==> src/rtl/primitive_assembler_unit_macros.svh <==
// ----------------------------------------------------------------------------
// primitive_assembler_unit assertion macros
// Shared property forms for the primitive assembler checks.
// ----------------------------------------------------------------------------
`ifndef PRIMITIVE_ASSEMBLER_UNIT_MACROS_SVH
`define PRIMITIVE_ASSEMBLER_UNIT_MACROS_SVH

// Same-cycle implication, clocked on i_clk, off while in reset
`define PAU_ASSERT_IMP(lbl, ante, cons) \
    lbl: assert property (@(posedge i_clk) disable iff (!i_rst_n) (ante) |-> (cons)) \
        else $error("primitive_assembler_unit: check failed");

// Next-cycle implication, clocked on i_clk, off while in reset
`define PAU_ASSERT_NXT(lbl, ante, cons) \
    lbl: assert property (@(posedge i_clk) disable iff (!i_rst_n) (ante) |=> (cons)) \
        else $error("primitive_assembler_unit: check failed");

`endif

==> src/rtl/pau_pkg.sv <==
// ----------------------------------------------------------------------------
// pau_pkg
// Types and constants shared by the primitive assembler modules.
// ----------------------------------------------------------------------------
package pau_pkg;

    // Field and port widths
    localparam int FIELD_W          = 32;
    localparam int CFG_DATA_W       = 32;
    localparam int INDEX_WIDTH_DEF  = 32;
    localparam int QUEUE_DEPTH_DEF  = 4;
    localparam logic [31:0] RESTART_DEFAULT = 32'd65535;

    // Assembly modes; code 3 is treated as a list
    typedef enum logic [1:0] {
        MODE_LIST  = 2'd0,
        MODE_STRIP = 2'd1,
        MODE_FAN   = 2'd2
    } t_mode;

    // Configuration register indexes
    typedef enum logic [0:0] {
        CFG_MODE    = 1'b0,
        CFG_RESTART = 1'b1
    } t_cfg_index;

    // Input item
    typedef struct packed {
        logic [FIELD_W-1:0] vertex_index;
        logic               end_of_batch;
    } t_in_item;

    // Output item: one triangle
    typedef struct packed {
        logic [FIELD_W-1:0] corner_first;
        logic [FIELD_W-1:0] corner_second;
        logic [FIELD_W-1:0] corner_third;
    } t_out_item;

    // Queue status seen by front and back
    typedef struct packed {
        logic full;
        logic empty;
    } t_q_status;

    // Front status for checks
    typedef struct packed {
        logic       accept;
        logic [1:0] held_count;
    } t_front_status;

endpackage

==> src/rtl/pau_front.sv <==
// ----------------------------------------------------------------------------
// pau_front
// Accepts index items, holds the assembly state and the configuration
// registers, and pushes each completed triangle into the queue.
// ----------------------------------------------------------------------------
module pau_front #(
    parameter int INDEX_WIDTH = pau_pkg::INDEX_WIDTH_DEF
) (
    input  logic                          i_clk,
    input  logic                          i_rst_n,
    input  logic                          i_cfg_we,
    input  pau_pkg::t_cfg_index           i_cfg_index,
    input  logic [pau_pkg::CFG_DATA_W-1:0] i_cfg_data,
    input  logic                          i_in_valid,
    input  pau_pkg::t_in_item             i_in_item,
    output logic                          o_in_stall,
    input  pau_pkg::t_q_status            i_q_status,
    output logic                          o_push,
    output logic [3*INDEX_WIDTH-1:0]      o_tri,
    output pau_pkg::t_front_status        o_status
);
    import pau_pkg::*;

    t_mode                  r_mode;
    logic [INDEX_WIDTH-1:0] r_restart;
    logic [INDEX_WIDTH-1:0] r_older, n_older;
    logic [INDEX_WIDTH-1:0] r_newer, n_newer;
    logic [INDEX_WIDTH-1:0] r_center, n_center;
    logic [1:0]             r_held, n_held;

    logic                   w_accept;
    logic                   w_restart;
    logic [INDEX_WIDTH-1:0] w_idx;

    assign o_in_stall = i_q_status.full;
    assign w_accept   = i_in_valid && !i_q_status.full;
    assign w_idx      = i_in_item.vertex_index[INDEX_WIDTH-1:0];
    assign w_restart  = (w_idx == r_restart);

    // Configuration registers
    always_ff @(posedge i_clk) begin
        if (!i_rst_n) begin
            r_mode    <= MODE_STRIP;
            r_restart <= RESTART_DEFAULT[INDEX_WIDTH-1:0];
        end else if (i_cfg_we) begin
            unique case (i_cfg_index)
                CFG_MODE:    r_mode    <= t_mode'(i_cfg_data[1:0]);
                CFG_RESTART: r_restart <= i_cfg_data[INDEX_WIDTH-1:0];
                default:     ;
            endcase
        end
    end

    // Assembly rules per mode
    always_comb begin
        n_older  = r_older;
        n_newer  = r_newer;
        n_center = r_center;
        n_held   = r_held;
        o_push   = 1'b0;
        o_tri    = {r_older, r_newer, w_idx};
        if (w_accept) begin
            if (w_restart) begin
                n_older  = '0;
                n_newer  = '0;
                n_center = '0;
                n_held   = '0;
            end else begin
                unique case (r_mode)
                    MODE_STRIP: begin
                        if (r_held == 2'd0) begin
                            n_older = w_idx;
                            n_held  = 2'd1;
                        end else if (r_held == 2'd1) begin
                            n_newer = w_idx;
                            n_held  = 2'd2;
                        end else begin
                            o_push  = 1'b1;
                            n_older = r_newer;
                            n_newer = w_idx;
                            n_held  = 2'd2;
                        end
                    end
                    MODE_FAN: begin
                        o_tri = {r_center, r_newer, w_idx};
                        if (r_held == 2'd0) begin
                            n_center = w_idx;
                            n_held   = 2'd1;
                        end else if (r_held == 2'd1) begin
                            n_newer = w_idx;
                            n_held  = 2'd2;
                        end else begin
                            o_push  = 1'b1;
                            n_newer = w_idx;
                            n_held  = 2'd2;
                        end
                    end
                    default: begin
                        // list, also the unused code
                        if (r_held == 2'd0) begin
                            n_older = w_idx;
                            n_held  = 2'd1;
                        end else if (r_held == 2'd1) begin
                            n_newer = w_idx;
                            n_held  = 2'd2;
                        end else begin
                            o_push = 1'b1;
                            n_held = 2'd0;
                        end
                    end
                endcase
            end
            // end of batch clears after the item
            if (i_in_item.end_of_batch) begin
                n_older  = '0;
                n_newer  = '0;
                n_center = '0;
                n_held   = '0;
            end
        end
    end

    // Assembly state
    always_ff @(posedge i_clk) begin
        if (!i_rst_n) begin
            r_older  <= '0;
            r_newer  <= '0;
            r_center <= '0;
            r_held   <= '0;
        end else begin
            r_older  <= n_older;
            r_newer  <= n_newer;
            r_center <= n_center;
            r_held   <= n_held;
        end
    end

    assign o_status.accept     = w_accept;
    assign o_status.held_count = r_held;

endmodule

==> src/rtl/pau_queue.sv <==
// ----------------------------------------------------------------------------
// pau_queue
// Short triangle queue between the front and the back.
// ----------------------------------------------------------------------------
module pau_queue #(
    parameter int WIDTH = 96,
    parameter int DEPTH = pau_pkg::QUEUE_DEPTH_DEF
) (
    input  logic               i_clk,
    input  logic               i_rst_n,
    input  logic               i_push,
    input  logic [WIDTH-1:0]   i_data,
    input  logic               i_pop,
    output logic [WIDTH-1:0]   o_data,
    output pau_pkg::t_q_status o_status
);
    import pau_pkg::*;

    localparam int PW = (DEPTH > 1) ? $clog2(DEPTH) : 1;
    localparam int CW = $clog2(DEPTH + 1);

    logic [WIDTH-1:0] r_slot [DEPTH];
    logic [PW-1:0]    r_wptr, n_wptr;
    logic [PW-1:0]    r_rptr, n_rptr;
    logic [CW-1:0]    r_count, n_count;

    // Pointer and count update
    always_comb begin
        n_wptr  = r_wptr;
        n_rptr  = r_rptr;
        n_count = r_count;
        if (i_push) begin
            n_wptr = (r_wptr == PW'(DEPTH - 1)) ? '0 : r_wptr + 1'b1;
        end
        if (i_pop) begin
            n_rptr = (r_rptr == PW'(DEPTH - 1)) ? '0 : r_rptr + 1'b1;
        end
        if (i_push && !i_pop) begin
            n_count = r_count + 1'b1;
        end else if (!i_push && i_pop) begin
            n_count = r_count - 1'b1;
        end
    end

    always_ff @(posedge i_clk) begin
        if (!i_rst_n) begin
            r_wptr  <= '0;
            r_rptr  <= '0;
            r_count <= '0;
        end else begin
            r_wptr  <= n_wptr;
            r_rptr  <= n_rptr;
            r_count <= n_count;
        end
    end

    // Slot storage
    always_ff @(posedge i_clk) begin
        if (i_push) begin
            r_slot[r_wptr] <= i_data;
        end
    end

    assign o_data         = r_slot[r_rptr];
    assign o_status.full  = (r_count == CW'(DEPTH));
    assign o_status.empty = (r_count == '0);

endmodule

==> src/rtl/pau_back.sv <==
// ----------------------------------------------------------------------------
// pau_back
// Output stage: pulls triangles from the queue into the output register.
// ----------------------------------------------------------------------------
module pau_back #(
    parameter int INDEX_WIDTH = pau_pkg::INDEX_WIDTH_DEF
) (
    input  logic                     i_clk,
    input  logic                     i_rst_n,
    input  pau_pkg::t_q_status       i_q_status,
    input  logic [3*INDEX_WIDTH-1:0] i_q_data,
    output logic                     o_pop,
    output logic                     o_out_valid,
    input  logic                     i_out_stall,
    output pau_pkg::t_out_item       o_out_item
);
    import pau_pkg::*;

    logic                     r_valid;
    logic [3*INDEX_WIDTH-1:0] r_tri;

    // Load when the register is free or being taken
    assign o_pop = !i_q_status.empty && (!r_valid || !i_out_stall);

    always_ff @(posedge i_clk) begin
        if (!i_rst_n) begin
            r_valid <= 1'b0;
        end else if (o_pop) begin
            r_valid <= 1'b1;
        end else if (!i_out_stall) begin
            r_valid <= 1'b0;
        end
    end

    always_ff @(posedge i_clk) begin
        if (o_pop) begin
            r_tri <= i_q_data;
        end
    end

    assign o_out_valid              = r_valid;
    assign o_out_item.corner_first  = FIELD_W'(r_tri[3*INDEX_WIDTH-1:2*INDEX_WIDTH]);
    assign o_out_item.corner_second = FIELD_W'(r_tri[2*INDEX_WIDTH-1:INDEX_WIDTH]);
    assign o_out_item.corner_third  = FIELD_W'(r_tri[INDEX_WIDTH-1:0]);

endmodule

==> src/rtl/primitive_assembler_unit.sv <==
// ----------------------------------------------------------------------------
// primitive_assembler_unit
// Builds triangles from a vertex index stream in list, strip or fan mode.
// ----------------------------------------------------------------------------
// Usage:
//   Input channel (i_in_valid / o_in_stall / i_in_item) takes one vertex
//   index and an end-of-batch flag per item. Output channel (o_out_valid /
//   i_out_stall / o_out_item) delivers one triangle of three indices.
//   Config port: i_cfg_we with i_cfg_index selects mode (list, strip, fan)
//   or the restart index; write only while the block is idle.
//   Throughput: one index per cycle while o_in_stall is low. The front updates
//   the assembly state in the accept cycle and pushes a triangle into a small
//   queue; the back then loads it from the queue into the output register,
//   which drives o_out_valid.
//   A restart index emits nothing and clears assembly; end of batch clears
//   after its item. Partial triangles are dropped.
//   Stall: the queue holds QUEUE_DEPTH triangles and the output register
//   one more while the output stalls; o_in_stall rises when the queue is full.
//   Reset (synchronous, active low): mode strip, restart 65535, assembly
//   state cleared, queue and output register empty.
// ----------------------------------------------------------------------------
`include "primitive_assembler_unit_macros.svh"

module primitive_assembler_unit #(
    parameter int INDEX_WIDTH = pau_pkg::INDEX_WIDTH_DEF,
    parameter int QUEUE_DEPTH = pau_pkg::QUEUE_DEPTH_DEF
) (
    input  logic                           i_clk,
    input  logic                           i_rst_n,
    input  logic                           i_cfg_we,
    input  pau_pkg::t_cfg_index            i_cfg_index,
    input  logic [pau_pkg::CFG_DATA_W-1:0] i_cfg_data,
    input  logic                           i_in_valid,
    output logic                           o_in_stall,
    input  pau_pkg::t_in_item              i_in_item,
    output logic                           o_out_valid,
    input  logic                           i_out_stall,
    output pau_pkg::t_out_item             o_out_item
);
    import pau_pkg::*;

    logic                     w_push;
    logic                     w_pop;
    logic [3*INDEX_WIDTH-1:0] w_push_tri;
    logic [3*INDEX_WIDTH-1:0] w_q_data;
    t_q_status                w_q_status;
    t_front_status            w_front_status;

    // Front: accept and assemble
    pau_front #(
        .INDEX_WIDTH (INDEX_WIDTH)
    ) u_front (
        .i_clk       (i_clk),
        .i_rst_n     (i_rst_n),
        .i_cfg_we    (i_cfg_we),
        .i_cfg_index (i_cfg_index),
        .i_cfg_data  (i_cfg_data),
        .i_in_valid  (i_in_valid),
        .i_in_item   (i_in_item),
        .o_in_stall  (o_in_stall),
        .i_q_status  (w_q_status),
        .o_push      (w_push),
        .o_tri       (w_push_tri),
        .o_status    (w_front_status)
    );

    // Triangle queue
    pau_queue #(
        .WIDTH (3 * INDEX_WIDTH),
        .DEPTH (QUEUE_DEPTH)
    ) u_queue (
        .i_clk    (i_clk),
        .i_rst_n  (i_rst_n),
        .i_push   (w_push),
        .i_data   (w_push_tri),
        .i_pop    (w_pop),
        .o_data   (w_q_data),
        .o_status (w_q_status)
    );

    // Back: output register
    pau_back #(
        .INDEX_WIDTH (INDEX_WIDTH)
    ) u_back (
        .i_clk       (i_clk),
        .i_rst_n     (i_rst_n),
        .i_q_status  (w_q_status),
        .i_q_data    (w_q_data),
        .o_pop       (w_pop),
        .o_out_valid (o_out_valid),
        .i_out_stall (i_out_stall),
        .o_out_item  (o_out_item)
    );

    // Checks
    `PAU_ASSERT_IMP(a_no_overflow, w_push, !w_q_status.full)
    `PAU_ASSERT_IMP(a_no_underflow, w_pop, !w_q_status.empty)
    `PAU_ASSERT_NXT(a_eob_clears, w_front_status.accept && i_in_item.end_of_batch,
                    w_front_status.held_count == 2'd0)

endmodule
==> config.mk <==
export PLATFORM = sky130hd
export DESIGN_NAME = primitive_assembler_unit
export DESIGN_NICKNAME = d
export VERILOG_FILES = /design/src/rtl/pau_pkg.sv /design/src/rtl/pau_front.sv /design/src/rtl/pau_queue.sv /design/src/rtl/pau_back.sv /design/src/rtl/primitive_assembler_unit.sv
export VERILOG_INCLUDE_DIRS = /design/src /design/src/rtl
export SDC_FILE = /design/constraint.sdc
export NUM_CORES = 1
export LEC_CHECK = 0
export BUFFER_PORTS_ARGS = -buffer_cell sky130_fd_sc_hd__clkbuf_2
export CORE_MARGIN = 10
export CORE_UTILIZATION = 54
export CTS_CLUSTER_DIAMETER = 120
export DETAILED_ROUTE_END_ITERATION = 7
export GPL_TIMING_DRIVEN = 0
export PLACE_DENSITY = 0.75
export SETUP_SLACK_MARGIN = 0.3
export SYNTH_ARGS = -nofsm -noshare
export SYNTH_HDL_FRONTEND = slang
export SYNTH_HIERARCHICAL = 1
export SYNTH_SLANG_ARGS = --single-unit
==> constraint.sdc <==
create_clock -name i_clk -period 6.3 [get_ports i_clk]
set_clock_uncertainty 0.15 [all_clocks]
set_input_delay 0.315 -clock i_clk [delete_from_list [all_inputs] [get_ports i_clk]]
set_output_delay 0.315 -clock i_clk [all_outputs]
set_load 0.02 [all_outputs]
# Word-level counts from Yosys, hierarchy flattened

Memories as Yosys holds them, arrays and structs flattened. A register that Yosys moved wholly into a read port is not among the register bits.
Cells that the tools add are included.

Reductions and logical operators: 24
Bitwise logic cells: 1
$add $sub $neg: 4
Multiplexer cells: 36
Equal/unequal tests: 11

Operators with widths:

| cell                | number |
|---|---|
| $mux 32             | 14 |
| $mux 96             | 3 |
| $pmux 32 s2         | 1 |
| $eq 32x32->1        | 1 |
| $mux 2              | 8 |
| $mux 1              | 8 |
| $reduce_bool 4->1   | 2 |
| $eq 2x2->1 const B  | 3 |
| $logic_not 1->1     | 6 |
| $mux 3              | 2 |
| $ne 3x2->1 const B  | 2 |
| $reduce_and 3->1    | 2 |
| $reduce_bool 3->1   | 2 |
| $add 2x1->2 const B | 2 |
| $eq 2x1->1 const B  | 2 |
| $logic_and 1x1->1   | 4 |
| $ne 4x2->1 const B  | 1 |
| $reduce_and 2->1    | 2 |
| $reduce_and 4->1    | 1 |
| $add 3x1->3 const B | 1 |
| $eq 3x3->1 const B  | 1 |
| $logic_not 3->1     | 1 |
| $sub 3x1->3 const B | 1 |
| $logic_not 2->1     | 1 |
| other kinds (5)     | 5 |

Flip-flop bits (word level): 140
Memories: 1
Logic and storage cells: 87
Input bits: 71
Bits in writable memories: 384

Memories:

| name           | words | bits a word | read ports | clocked after memory_dff | wr ports | line            | RTL |
|---|---|---|---|---|---|---|---|
| u_queue.r_slot | 4     | 96          | 1          | 1                        | 1        | pau_queue.sv:22 | `logic [WIDTH-1:0] r_slot [DEPTH];` |

# Depth between registers and ports, before layout

Depth after elaboration: 9
Depth in mapped cells: 11
Depth with buffers taken out: 11

# By module

Netlist, hierarchy kept.

Modules (own cells, without submodules):

| module    | area an instance (µm²) | instances | cells an instance |
|---|---|---|---|
| pau_queue | 14301.2                | 1         | 546 |
| pau_front | 6099.6                 | 1         | 715 |
| pau_back  | 2922.8                 | 1         | 100 |

# Least setup slack after synthesis

No wires, ideal clock.

Path kind: register to register
From: register u_queue.r_count[0]
To: register u_queue.r_count[2]
Setup slack: -708 ps
Arrival: 6783 ps
Cell stages (with the launch flop): 10
Clock period less this slack: 7008 ps
Required time: 6074 ps
Path through: dfxtp_1 nor3_1 a21oi_1 inv_1 ha_1 inv_1 fa_1 xor2_1 or3_1 a21boi_0

RTL lines:

| element                | line            | RTL |
|---|---|---|
| from (decl)            | pau_queue.sv:25 | `logic [CW-1:0] r_count, n_count;` |
| from (signal assigned) | pau_queue.sv:53 | `r_count <= n_count;` |

==> results <==
- In this run the remaining antenna-violating nets after routing total 0.
- The slowest cell on the critical path is sky130_fd_sc_hd__nor3b_1.
- In this design, the largest share of critical-path delay is due to simple AND/OR/NAND/NOR gates.
- Global routing consumed, over all layers together, approximately 20% of the routing resources.
- In this run the worst hold path is classified as input port to flip-flop.
- The initial standard-cell utilization of the core is between 50% and 60%.
- STA puts the critical path data required time at 6690 ps.
- The critical path depth is 11.
- The worst path uses between 50% and 60% of the clock period.
- Counting the buffers created by CTS gives 59.
- The total leakage power is roughly 0.0097 uW.
- The max-slew violation count is 0.
- The clock root buffer master is sky130_fd_sc_hd__clkbuf_16.
- The total length of routed met3 wires is about 3800 um.
- Counting along the longest clock path gives a buffer depth of 3.
- The die extent in x is about 230 um.
- Row generation in the floorplan step produced 76 rows.
- After detailed routing, the wire length on met1 is around 21,000 um.
- Detailed placement finished with a half-perimeter wire length of roughly 34,000 um.
- Setup violations remaining at the end of the flow were counted as 0.
- STA classifies the critical path endpoint as a flip-flop.
- The flow ran to the end, and the final reports show no timing, DRC or antenna violations.
- The maximum ir drop on the vdd rail is about 0.00053 V.
- The largest single stage delay on the critical path is a little over 600 ps.
- Of the cells placed in the final design, the portion with a size suffix greater than 1 is ~29%.
- The first-pass GRT wire length is ~82,000 um.
- The end-of-flow core utilization is 64.8%.
- By instance count, the cell type seen most on the critical path is sky130_fd_sc_hd__inv_1.
- The starting DRC count in detailed routing is roughly 1.2k.
- In this run the worst setup path begins at u_queue/r_count[1].
- The clock drives 622 sinks.
- The count of buffers added on input and output ports is ~170.
- Across all register-to-register paths, the minimum setup slack is 3090 ps.
- For this run, the top clock speed supported by timing is between 0.3 and 0.4 GHz.
- For this run, the detailed router's first-pass iteration total came to 5.
- The hold violation total from the final report is 0.
- STA puts the critical path data arrival time at between 3000 and 4000 ps.
- In the final routed layout, each cell accounts on average for approximately 23 um.
- Across the run, the number of max-cap violations was 0.
- Traced cell by cell, the critical path runs through nor3b_1 > nand2b_1 > clkbuf_1 > inv_1 > and3_1 > ha_1 > inv_1 > fa_1 > xor2_1 > or3_1 > a21boi_0.
- A synthesized cell averages roughly 17 um2.
- The die span in y is 228 um.
- After filler insertion, the fill cell instance count of the layout stands at 2,897.
- At the placement stage, the worst setup path has a slack of 3160 ps.
- approximately 170 I/O pins were placed.
- The residual DRC count is 0.
- Entering global routing, the biggest net connects 59 pins.
- After clock tree synthesis, the repair step resized 0 gates.
- The pin slew with the least headroom to its limit is 822 ps.
- The endpoint identified for the worst register-to-register timing path is u_queue/r_count[2].
- The number of global-route vias before repair is ~14k.
- For the worst flop-to-flop path, the logic depth is 11.
- Clock latency on the worst-skew pair, taken at its later pin, is between 600 and 700 ps.
- When the netlist entered floorplanning its net count stood at between 1k and 1.5k.
- The critical path is of the flip-flop to flip-flop type.
- The buffer and inverter count on the worst path is 3.
- The maximum fanout along the worst path is 9.
- The detailed-routed wire length on met2 is 27,000 um.
- Following the worst setup path forward leads to its endpoint at u_queue/r_count[2].
- After the last flow step, the layout net total stands at roughly 1.8k.
- The startpoint class of the critical path is a flip-flop.
- The worst register-to-register path begins at u_queue/r_count[1].
- The mapped netlist covers about 0.023 mm2.
- During synthesis, Yosys emitted a total of 6 warnings.
- The CTS tree is yes.
- The total congestion overflow is 0.
- Synthesis produced between 1k and 1.5k cells.
- Setup repair after global routing left no endpoint under its margin.
- The final critical-path required period is 3210 ps.
- The die covers between 0.05 and 0.06 mm2.
- The top layer used by detailed routing is met4.
- The worst slew slack as a fraction of its limit is 45.0%.
- The final route contains 13.2k vias.
- The core region is 0.0429 mm2.
- Dividing the detail-routed via count by the number of cells gives around 5.7.
- The number of H-tree levels is 2.
- The routability-driven placement congestion ratio is 0.872.
- Relative to the synthesized area, the layout overhead comes to 19.1%.
- The routed design has 53,900 um of wire.
- The initial antenna violation count came to 3.
- Power spread over the standard cell area amounts to between 300 and 400 mW/mm2.
- After clock tree synthesis, the clock-pin slew on the worst setup and hold paths is 60 ps.
- The worst path setup slack after routing is approximately 3100 ps.
[metrics by stage]
step                TNS (ps)  hold slack [ps]  cell area, um2  total power [uW]  instances
floorplan                  0              287           23300              6750       1360
global route               0             34.9           27800             11400       2309
finish                     0             39.4           27800             11000       2309
global placement        -143              301           24900              7530       2113
CTS                        0             5.09           27800             11100       2306
detailed placement         0              306           25100              7570       2121
[worst min-delay path: cells and delay by family]
kind                   cells  cell delay [ps]
buffers and inverters      1              190
and+or+nand+nor            1              140
AOI/OAI and AO/OA          1               80
[report_power, final]
group	internal, uW	total, uW	leakage (uW)	switching (uW)
combinational	931	2380	0.00312	1450
sequential	4980	5110	0.00562	136
clock	2020	3500	0.000941	1480
[flip-flops by register name (all words and copies together), names as in the netlist, named ones only]
signal,flops
u_front/r_center,32
u_front/r_held,2
u_back/o_out_item,96
u_front/r_older,32
u_queue/r_count,3
u_front/r_newer,32
u_front/r_mode,2
u_back/o_out_valid,1
u_queue/r_wptr,2
u_queue/r_rptr,2
u_queue/r_slot,384
u_front/r_restart,32
[final cells by class]
type / count / area, um2 / share of cell area (%)
multi-input cells: 620 / 5390 / 19.4
diodes: 3 / 7.51 / 0.0270
inverters: 8 / 30.0 / 0.108
well taps: 585 / 732 / 2.63
plain buffers: 110 / 664 / 2.39
clock inverters: 34 / 304 / 1.09
clock buffers: 78 / 1630 / 5.86
repair buffers: 249 / 1770 / 6.37
flip-flops and latches: 622 / 17300 / 62.1
[worst min path at each step]
stage	start	end	cells after the start
4_1_cts	i_in_item[21]	u_front/r_newer[20]	3
5_1_grt	i_in_item[21]	u_front/r_newer[20]	3
3_5_place_dp	u_front/r_older[0]	u_front/r_older[0]	2
2_1_floorplan	i_rst_n	u_queue/r_count[0]	1
6_report	i_in_item[21]	u_front/r_newer[20]	3
3_3_place_gp	u_front/r_older[26]	u_front/r_older[26]	2
[placed cells by master, fill, tap and decap left out, drive strengths merged, types with 2 or more instances in the layout]
cell,instances
a211oi,3
nand2,226
nand2b,2
a21boi,21
nor3,3
bufinv,5
diode,3
buf,74
edfxtp,480
clkinvlp,4
clkinv,24
ha,8
a21oi,5
dlygate4sd3,73
mux2i,7
inv,9
o22ai,93
nor2b,5
and2,6
dfxtp,142
mux4,96
nor2,7
nand3,19
o21ai,4
mux2,61
clkbuf,290
and3,2
nand4,9
xnor2,33
[per-layer routing]
layer	global-route usage, %	up-vias
li1	-	5808
met1	25.9	6654
met2	33.8	594
met3	4.33	129
met4	8.43	0
met5	0	-
[repair_timing]
item	in CTS	in global routing
buffers inserted	0	0
hold endpoints to repair	217	0
hold buffers	73	0
Power figures use the tool's default switching activity.
